`src/rtl/core/sorted_region_table_allocator_top_assert.svh`:
```
// Assertion macros for the region table allocator top level.
// Plain text macros only; used by sorted_region_table_allocator_top.
`ifndef SORTED_REGION_TABLE_ALLOCATOR_TOP_ASSERT_SVH
`define SORTED_REGION_TABLE_ALLOCATOR_TOP_ASSERT_SVH

// same-cycle implication, checked out of reset
`define SRTA_ASSERT_IMP(lbl, clk, rstn, ante, cons) \
  lbl: assert property (@(posedge clk) disable iff (!(rstn)) (ante) |-> (cons)) \
    else $error("srta implication check failed");

// next-cycle implication, checked out of reset
`define SRTA_ASSERT_NXT(lbl, clk, rstn, ante, cons) \
  lbl: assert property (@(posedge clk) disable iff (!(rstn)) (ante) |=> (cons)) \
    else $error("srta next-cycle check failed");

`endif

```
`src/rtl/core/srta_pkg.sv`:
```
// Shared types for the region table allocator.
// Command and status structs between controller and datapath; no dependencies.
package srta_pkg;

  typedef enum logic [1:0] {
    KIND_ADD   = 2'd0,
    KIND_ALLOC = 2'd1,
    KIND_MARK  = 2'd2,
    KIND_NONE  = 2'd3
  } kind_e;

  typedef enum logic [1:0] {
    ST_OK      = 2'd0,
    ST_FULL    = 2'd1,
    ST_OVERLAP = 2'd2,
    ST_NOFIT   = 2'd3
  } status_e;

  typedef enum logic [2:0] {
    IDX_HOLD,
    IDX_CLR,
    IDX_INC,
    IDX_DEC,
    IDX_CNT
  } idx_op_e;

  typedef enum logic [2:0] {
    WR_COPY,
    WR_ADD,
    WR_FRONT,
    WR_REST,
    WR_MARK
  } wr_src_e;

  localparam int unsigned AddrW = 48;
  localparam int unsigned SizeW = 49;
  localparam int unsigned FreeW = 50;
  localparam int unsigned TypeW = 4;
  localparam int unsigned InW   = 152;
  localparam int unsigned OutW  = 104;

  typedef struct packed {
    logic    load;
    idx_op_e idx_op;
    logic    rd_prev;
    logic    wr_en;
    wr_src_e wr_src;
    logic    wr_next;
    logic    pos_ld;
    logic    prev_ld;
    logic    prev_clr;
    logic    cnt_inc;
    logic    acc_clr;
    logic    acc_add;
    logic    st_ld;
    status_e st;
    logic    res_ld;
  } cmd_t;

  typedef struct packed {
    kind_e kind;
    logic  full;
    logic  size_zero;
    logic  at_count;
    logic  at_pos;
    logic  overlap;
    logic  after;
    logic  fit;
    logic  is_free;
    logic  out_free;
  } sts_t;

endpackage

```
`src/rtl/core/srta_ctrl.sv`:
```
// Sequencer of the region table allocator: walks the table for add,
// allocate, mark and the free-byte recount. Depends on srta_pkg.
module srta_ctrl (
  input  logic           clk_i,
  input  logic           rst_ni,
  input  logic           s_valid_i,
  output logic           s_ready_o,
  input  srta_pkg::sts_t sts_i,
  output srta_pkg::cmd_t cmd_o
);
  import srta_pkg::*;

  typedef enum logic [3:0] {
    S_IDLE, S_DISP, S_ADD_PT, S_ADD_CMP, S_ALC_RD, S_ALC_CMP, S_SH_CHK, S_SH_WR,
    S_WR_NEW, S_WR_FRONT, S_MRK_RD, S_MRK_WR, S_SUM_START, S_SUM_RD, S_SUM_ACC, S_DONE
  } state_e;

  state_e state_q, state_d;

  assign s_ready_o = state_q == S_IDLE;

  always_comb begin
    state_d = state_q;
    cmd_o   = '0;
    cmd_o.st = ST_OK;
    unique case (state_q)
      S_IDLE: if (s_valid_i) begin
        cmd_o.load = 1'b1;
        state_d    = S_DISP;
      end
      S_DISP: begin
        cmd_o.st_ld    = 1'b1;
        cmd_o.prev_clr = 1'b1;
        cmd_o.idx_op   = IDX_CLR;
        unique case (sts_i.kind)
          KIND_ADD: begin
            if (sts_i.full) begin
              cmd_o.st = ST_FULL;
              state_d  = S_SUM_START;
            end else begin
              state_d  = S_ADD_PT;
            end
          end
          KIND_ALLOC: begin
            if (sts_i.full) begin
              cmd_o.st = ST_FULL;
              state_d  = S_SUM_START;
            end else if (sts_i.size_zero) begin
              cmd_o.st = ST_NOFIT;
              state_d  = S_SUM_START;
            end else begin
              state_d  = S_ALC_RD;
            end
          end
          KIND_MARK: state_d = S_MRK_RD;
          default:   state_d = S_SUM_START;
        endcase
      end
      S_ADD_PT: begin
        if (sts_i.overlap) begin
          cmd_o.st_ld = 1'b1;
          cmd_o.st    = ST_OVERLAP;
          state_d     = S_SUM_START;
        end else if (sts_i.at_count) begin
          cmd_o.pos_ld = 1'b1;
          cmd_o.idx_op = IDX_CNT;
          state_d      = S_SH_CHK;
        end else begin
          state_d      = S_ADD_CMP;
        end
      end
      S_ADD_CMP: begin
        if (sts_i.after) begin
          cmd_o.pos_ld = 1'b1;
          cmd_o.idx_op = IDX_CNT;
          state_d      = S_SH_CHK;
        end else begin
          cmd_o.prev_ld = 1'b1;
          cmd_o.idx_op  = IDX_INC;
          state_d       = S_ADD_PT;
        end
      end
      S_ALC_RD: begin
        if (sts_i.at_count) begin
          cmd_o.st_ld = 1'b1;
          cmd_o.st    = ST_NOFIT;
          state_d     = S_SUM_START;
        end else begin
          state_d     = S_ALC_CMP;
        end
      end
      S_ALC_CMP: begin
        if (sts_i.fit) begin
          cmd_o.pos_ld = 1'b1;
          cmd_o.idx_op = IDX_CNT;
          state_d      = S_SH_CHK;
        end else begin
          cmd_o.idx_op = IDX_INC;
          state_d      = S_ALC_RD;
        end
      end
      // open a slot: move entries up from the top, one entry per pass through S_SH_CHK and S_SH_WR
      S_SH_CHK: begin
        if (sts_i.at_pos) begin
          state_d = S_WR_NEW;
        end else begin
          cmd_o.rd_prev = 1'b1;
          state_d       = S_SH_WR;
        end
      end
      S_SH_WR: begin
        cmd_o.wr_en  = 1'b1;
        cmd_o.wr_src = WR_COPY;
        cmd_o.idx_op = IDX_DEC;
        state_d      = S_SH_CHK;
      end
      S_WR_NEW: begin
        cmd_o.wr_en = 1'b1;
        if (sts_i.kind == KIND_ADD) begin
          cmd_o.wr_src  = WR_ADD;
          cmd_o.cnt_inc = 1'b1;
          state_d       = S_SUM_START;
        end else begin
          cmd_o.wr_src  = WR_REST;
          cmd_o.wr_next = 1'b1;
          state_d       = S_WR_FRONT;
        end
      end
      S_WR_FRONT: begin
        cmd_o.wr_en   = 1'b1;
        cmd_o.wr_src  = WR_FRONT;
        cmd_o.cnt_inc = 1'b1;
        state_d       = S_SUM_START;
      end
      S_MRK_RD: state_d = sts_i.at_count ? S_SUM_START : S_MRK_WR;
      S_MRK_WR: begin
        cmd_o.wr_en  = sts_i.is_free;
        cmd_o.wr_src = WR_MARK;
        cmd_o.idx_op = IDX_INC;
        state_d      = S_MRK_RD;
      end
      S_SUM_START: begin
        cmd_o.idx_op  = IDX_CLR;
        cmd_o.acc_clr = 1'b1;
        state_d       = S_SUM_RD;
      end
      S_SUM_RD: state_d = sts_i.at_count ? S_DONE : S_SUM_ACC;
      S_SUM_ACC: begin
        cmd_o.acc_add = 1'b1;
        cmd_o.idx_op  = IDX_INC;
        state_d       = S_SUM_RD;
      end
      S_DONE: if (sts_i.out_free) begin
        cmd_o.res_ld = 1'b1;
        state_d      = S_IDLE;
      end
      default: state_d = S_IDLE;
    endcase
  end

  always_ff @(posedge clk_i or negedge rst_ni) begin
    if (!rst_ni) begin
      state_q <= S_IDLE;
    end else begin
      state_q <= state_d;
    end
  end
endmodule

```
`config.mk`:
```
export PLATFORM = sky130hd
export DESIGN_NAME = srta_ctrl
export DESIGN_NICKNAME = d
export VERILOG_FILES = /design/src/rtl/core/sorted_region_table_allocator_top_assert.svh /design/src/rtl/core/srta_pkg.sv /design/src/rtl/core/srta_ctrl.sv
export SDC_FILE = /design/constraint.sdc
export NUM_CORES = 1
export LEC_CHECK = 0
export BUFFER_PORTS_ARGS = -buffer_cell sky130_fd_sc_hd__buf_4
export CAP_MARGIN = 10
export CELL_PAD_IN_SITES_DETAIL_PLACEMENT = 0
export CELL_PAD_IN_SITES_GLOBAL_PLACEMENT = 1
export CORE_ASPECT_RATIO = 0.75
export CORE_MARGIN = 5
export CORE_UTILIZATION = 29
export CTS_CLUSTER_SIZE = 10
export DETAILED_ROUTE_END_ITERATION = 10
export PLACE_DENSITY_LB_ADDON = 0.1
export REMOVE_ABC_BUFFERS = 1
export SKIP_CTS_REPAIR_TIMING = 1
export SYNTH_ARGS = -nofsm -noshare
export SYNTH_HDL_FRONTEND = slang
export SYNTH_SLANG_ARGS = --single-unit
```
`constraint.sdc`:
```
create_clock -name clk_i -period 1.6 [get_ports clk_i]
set_input_delay 0.4 -clock clk_i [delete_from_list [all_inputs] [get_ports clk_i]]
set_output_delay 0.4 -clock clk_i [all_outputs]
set_load 0.02 [all_outputs]
```
======== Word level (Yosys, flattened, before mapping) ========
Index checks and enable logic that the tools add are counted.
word-level totals
  output and inout bits ................... 21
  bits of input ports ..................... 14
  register bits after elaboration ......... 4
operators by class
  equal/unequal tests ..................... 19
  multiplexer cells ....................... 50
  reduce and logical (&&, ||, !) cells .... 6
operators with widths
  cell                                                             count
  4-bit one-hot mux with 15 select lines                           1
  4-bit == test, second input constant                             8
  4-bit 2-to-1 mux                                                 8
  3-bit 2-to-1 mux                                                 10
  1-bit 2-to-1 mux                                                 20
  3-bit one-hot mux with 6 select lines                            1
  4-bit by 3-bit == test with 1-bit output, second input constant  4
  4-bit one-hot mux with 4 select lines                            1
  4-bit one-hot mux with 3 select lines                            1
  3-bit one-hot mux with 3 select lines                            1
  4-bit by 2-bit == test with 1-bit output, second input constant  2
  2-bit 2-to-1 mux                                                 4
  2-bit OR reduction                                               3
  4-bit by 1-bit == test with 1-bit output, second input constant  1
  4-bit logical NOT                                                1
  2-bit inequality test, second input constant                     2
  2-bit one-hot mux with 2 select lines                            1
  1-bit one-hot mux with 3 select lines                            1
  2-bit by 1-bit == test with 1-bit output, second input constant  1
  2-bit == test, second input constant                             1
  2-bit logical NOT                                                1
  1-bit one-hot mux with 2 select lines                            1
  2-bit AND reduction                                              1

======== Longest topological paths before layout ========
  depth in word-level cells ............... 4
  depth in mapped cells ................... 6
  mapped depth without buffers ............ 5

======== Worst setup path after synthesis ========
No wires, ideal clock.
  path type ............................... register to output
  start ................................... register state_q[0]
  end ..................................... output cmd_o[19] (netlist bit)
  cell stages (with the launch flop) ...... 4
  path buffers ............................ 1
  slack ................................... -0.248 ns
  arrival time ............................ 1.448 ns
  path through ............................ dfrtp_1 > buf_2 > nor4_2 > and2_1
RTL lines
  item                      line              text
  start: declaration        srta_ctrl.sv:18   state_e state_q, state_d;
  start signal: assignment  srta_ctrl.sv:165  state_q <= state_d;
  end: declaration          srta_ctrl.sv:9    output srta_pkg::cmd_t cmd_o

==> implementation parameters <==
Parameter                              Value

Run status
  Status    complete, but fails checks
  Violations in the final reports    negative setup slack

Layout
  Post-route standard cell area excluding fillers    1390 um^2
  Flip-flop count of the largest register after layout    4
  Fraction of final layout cells sized beyond drive strength 1    0.581
  Synthesis-to-layout area growth    98.6%
  Antenna diodes    0
  Final-stage net count    188
  Largest register by flop count    state_q
  Biggest regs    state_q (4)

Worst setup path
  Register-to-register setup slack    0.10 ns
  Crit path capture    cmd_o[16]
  Startpoint type of the worst setup path    flip-flop
  Arrival time at the worst endpoint    1.49 ns
  Number of cell instances on the worst register-to-register path    7
  CP max FO    6
  Critical path start-end classification    reg -> out
  Max stage delay cell, worst path    dfrtp_1
  Required arrival time at the worst endpoint    1.20 ns
  First element of the critical path    state_q[0]$_DFFE_PN0P_
  Cell with the most instances on the worst path    buf_6
  Worst Setup End Kind    primary output
  RR Endpoint    state_q[2]$_DFFE_PN0P_
  RR Startpoint    state_q[0]$_DFFE_PN0P_
  Delay of the slowest cell on the worst path    0.41 ns
  Cell-by-cell listing of the critical path    buf_6, or3_1, o21ai_1, a21o_1, buf_6

Power
  Sequential Power Share    0.103
  Comb power frac    0.847
  Leak Pwr    0.655 nW
  Clock network fraction of design power    0.050
  Internal Dissipation    1.29 mW
  Worst vdd rail ir drop    1000 uV
  Power density normalized to cell area    1780 nW/um^2
  Sw Ratio    0.479
  Switching pwr    1.19 mW

Place
  DPL Wire Length    2290 um
  Post-placement worst setup slack    -0.0645 ns
  DP Area    1160 um^2
  I/O Buffers    34
  Final estimated routing congestion in global placement    0.879

Timing
  Setup slack of the critical path after layout    -0.289 ns
  Final count of pins violating max slew    0
  Slew @ Worst Pin    0.283 ns
  Unrepaired setup endpoints after global routing    yes
  Max_slew headroom    0.810
  Final setup violation count    20
  Hold Fails Final Rpt    0
  Tcrit/Tclk final    1.18
  Post-route minimum period    1.89 ns
  Worst-case clock skew    0.00239 ns
  Highest attainable clock frequency    529 MHz

Clocking
  CTS root buf    clkbuf_4
  Clock input transition at the sequential cells of the worst setup and hold paths    0.04 ns
  CTS H-tree depth    1
  CTS Buf Count    3
  Number of clock sinks    4
  CTS tree    done
  Later-pin clock latency in the skew report    0.23 ns
  Buffers from clock root to sink, at most    2

GRT
  Global route overflow    0
  Maximum number of pins on one net before global-route repair    11
  Wire length of the first global-routing pass    4550 um
  Vias in the first global route    987
  GRT Total Usage    0.170
  Initial antenna violation count    0

Die
  Cell Rows    15
  Number of top-level pins    35
  Die outline area    3510 um^2
  Effective utilization at floorplan    0.304
  Height of the chip    52.6 um
  Core Area    2310 um^2
  Die Wd    66.8 um

Yosys
  Simple-gate portion of the synthesized area    0.413
  Part of the Yosys area used for sequential elements    0.143
  Syn_area_per_cell    6.55 um^2
  Mux cell area share after synthesis    0
  Xor and xnor area share after synthesis    0
  Complex-gate fraction of the synthesized area    0.330
  #FFs+latches synth    4
  Synth cell types    39
  Adder-cell share of the synthesized area    0
  Gate count after technology mapping    107
  Syn Std Cell Area    701 um^2
  Main combinational cell family by area after synthesis    simple AND/OR/NAND/NOR gates
  Synth warn    0

Route
  First-pass detailed-route iteration total    4
  Wire length per cell after detailed routing    14.1 um
  Routed vias/inst    5.25
  Vias after detailed routing    1,081
  DRT Wirelength    2900 um
  Iteration-0 DRC count of the detailed router    55
  Residual DRC count    0
  Final antenna-violating net count    0

Run
  Total of max-cap violations    0

Hold path
  Type of the tightest min-delay check    in -> reg
==> cell usage after synthesis <==
library cell | number | share of area
nor2_1 | 11 | 0.059
o221ai_1 | 1 | 0.013
nand3_1 | 2 | 0.014
nor4_2 | 2 | 0.036
nor4_1 | 1 | 0.0089
buf_2 | 4 | 0.029
nor3_1 | 10 | 0.071
nand2b_4 | 1 | 0.020
nor4b_1 | 1 | 0.013
nor2b_1 | 2 | 0.018
buf_4 | 3 | 0.032
nand3b_1 | 1 | 0.011
nand4_1 | 1 | 0.0089
and3_1 | 1 | 0.0089
nand4b_1 | 1 | 0.013
inv_1 | 2 | 0.011
a311oi_1 | 1 | 0.013
o32a_1 | 1 | 0.014
a31oi_1 | 4 | 0.036
dfrtp_1 | 4 | 0.14
and2_1 | 1 | 0.0089
o211ai_1 | 1 | 0.011
nand2_1 | 12 | 0.064
a211oi_1 | 1 | 0.011
inv_2 | 3 | 0.016
o22ai_1 | 2 | 0.018
nand2b_1 | 3 | 0.027
o21ba_1 | 1 | 0.014
nor3_2 | 1 | 0.014
a32oi_1 | 1 | 0.013
or3_1 | 2 | 0.018
a21o_1 | 3 | 0.032
clkbuf_1 | 2 | 0.011
o21ai_1 | 4 | 0.029
o41ai_2 | 1 | 0.023
buf_6 | 1 | 0.016
a21oi_1 | 9 | 0.064
o2bb2ai_1 | 1 | 0.013
o21ai_0 | 4 | 0.029
==> critical path, delay by kind of cell, from the launching register on <==
family / cells / cell delay (ns)
compound gates: 2 / 0.24
simple gates: 1 / 0.33
flops: 1 / 0.41
buf+inv: 2 / 0.26
==> metrics by stage <==
step / setup TNS [ns] / power, mW / utilization / instances / hold WS (ns)
2_1_floorplan: -3.73 / 1.07 / - / 97 / 0.104
4_1_cts: -5.07 / 2.07 / 0.513 / 198 / -0.0589
6_report: -3.80 / 2.48 / 0.603 / 206 / 0.415
3_3_place_gp: -0.356 / 1.93 / 0.504 / 195 / 0.198
3_5_place_dp: -0.335 / 1.93 / 0.504 / 195 / 0.200
5_1_grt: -5.24 / 2.66 / 0.603 / 206 / 0.425
==> cell usage in the layout (no fill, tap or decap), types with 2 or more instances in the layout <==
cell type and n:
inv_1 2, o21ai_1 3, a21o_1 3, o22ai_1 2, inv_2 3, nand3_1 2, a31oi_1 4, nor2_1 9
nor2_2 2, or3_1 2, buf_4 61, nand2_2 3, dfrtp_2 3, a21oi_1 8, o21ai_0 4, nor3_4 2
nor2b_1 2, nor3_2 5, nand2_1 8, nor4_4 2, clkbuf_4 3, nor3_1 4, buf_6 9, nand2b_1 3
==> how the worst min path moves through the flow <==
stage | start | to | slack, ns | cells past startpoint
after floorplan | rst_ni | state_q[0]$_DFFE_PN0P_ | 0.10 | 0
final | s_valid_i | state_q[0]$_DFFE_PN0P_ | 0.41 | 3
after detailed placement | rst_ni | state_q[3]$_DFFE_PN0P_ | 0.20 | 1
after global placement | rst_ni | state_q[3]$_DFFE_PN0P_ | 0.20 | 1
after CTS | rst_ni | state_q[3]$_DFFE_PN0P_ | -0.06 | 1
after global routing | s_valid_i | state_q[0]$_DFFE_PN0P_ | 0.42 | 3
==> routing by layer <==
layer | GRT usage | share of wire | up-vias
met2 | 0.268 | 0.46 | 43
met4 | 0.0405 | 0.0059 | 0
met1 | 0.233 | 0.46 | 507
met5 | 0 | 0 | -
li1 | - | - | 529
met3 | 0.0408 | 0.078 | 2
==> power by group through the flow <==
| stage | combinational [mW] | sequential [mW] | clock, mW |
|---|---|---|---|
| finish | 2.10 | 0.256 | 0.125 |
| global route | 2.26 | 0.261 | 0.139 |
| CTS | 1.71 | 0.228 | 0.135 |
| detailed placement | 1.71 | 0.228 | 0 |
| global placement | 1.70 | 0.231 | 0 |
| floorplan | 0.707 | 0.368 | 0 |
==> layout make-up <==
| cell class | instances | area, um^2 |
|---|---|---|
| flip-flops and latches | 4 | 104 |
| inverters | 5 | 18.8 |
| multi-input cells | 88 | 614 |
| well taps | 34 | 42.5 |
| fillers | 225 | 917 |
| clock buffers | 3 | 22.5 |
| repair buffers | 72 | 589 |
==> cells by family after synthesis <==
logic type      Yosys count
compound gates           35
buf+inv                  15
flops                     4
simple gates             53
No activity file was read; power rests on OpenSTA's default activity.
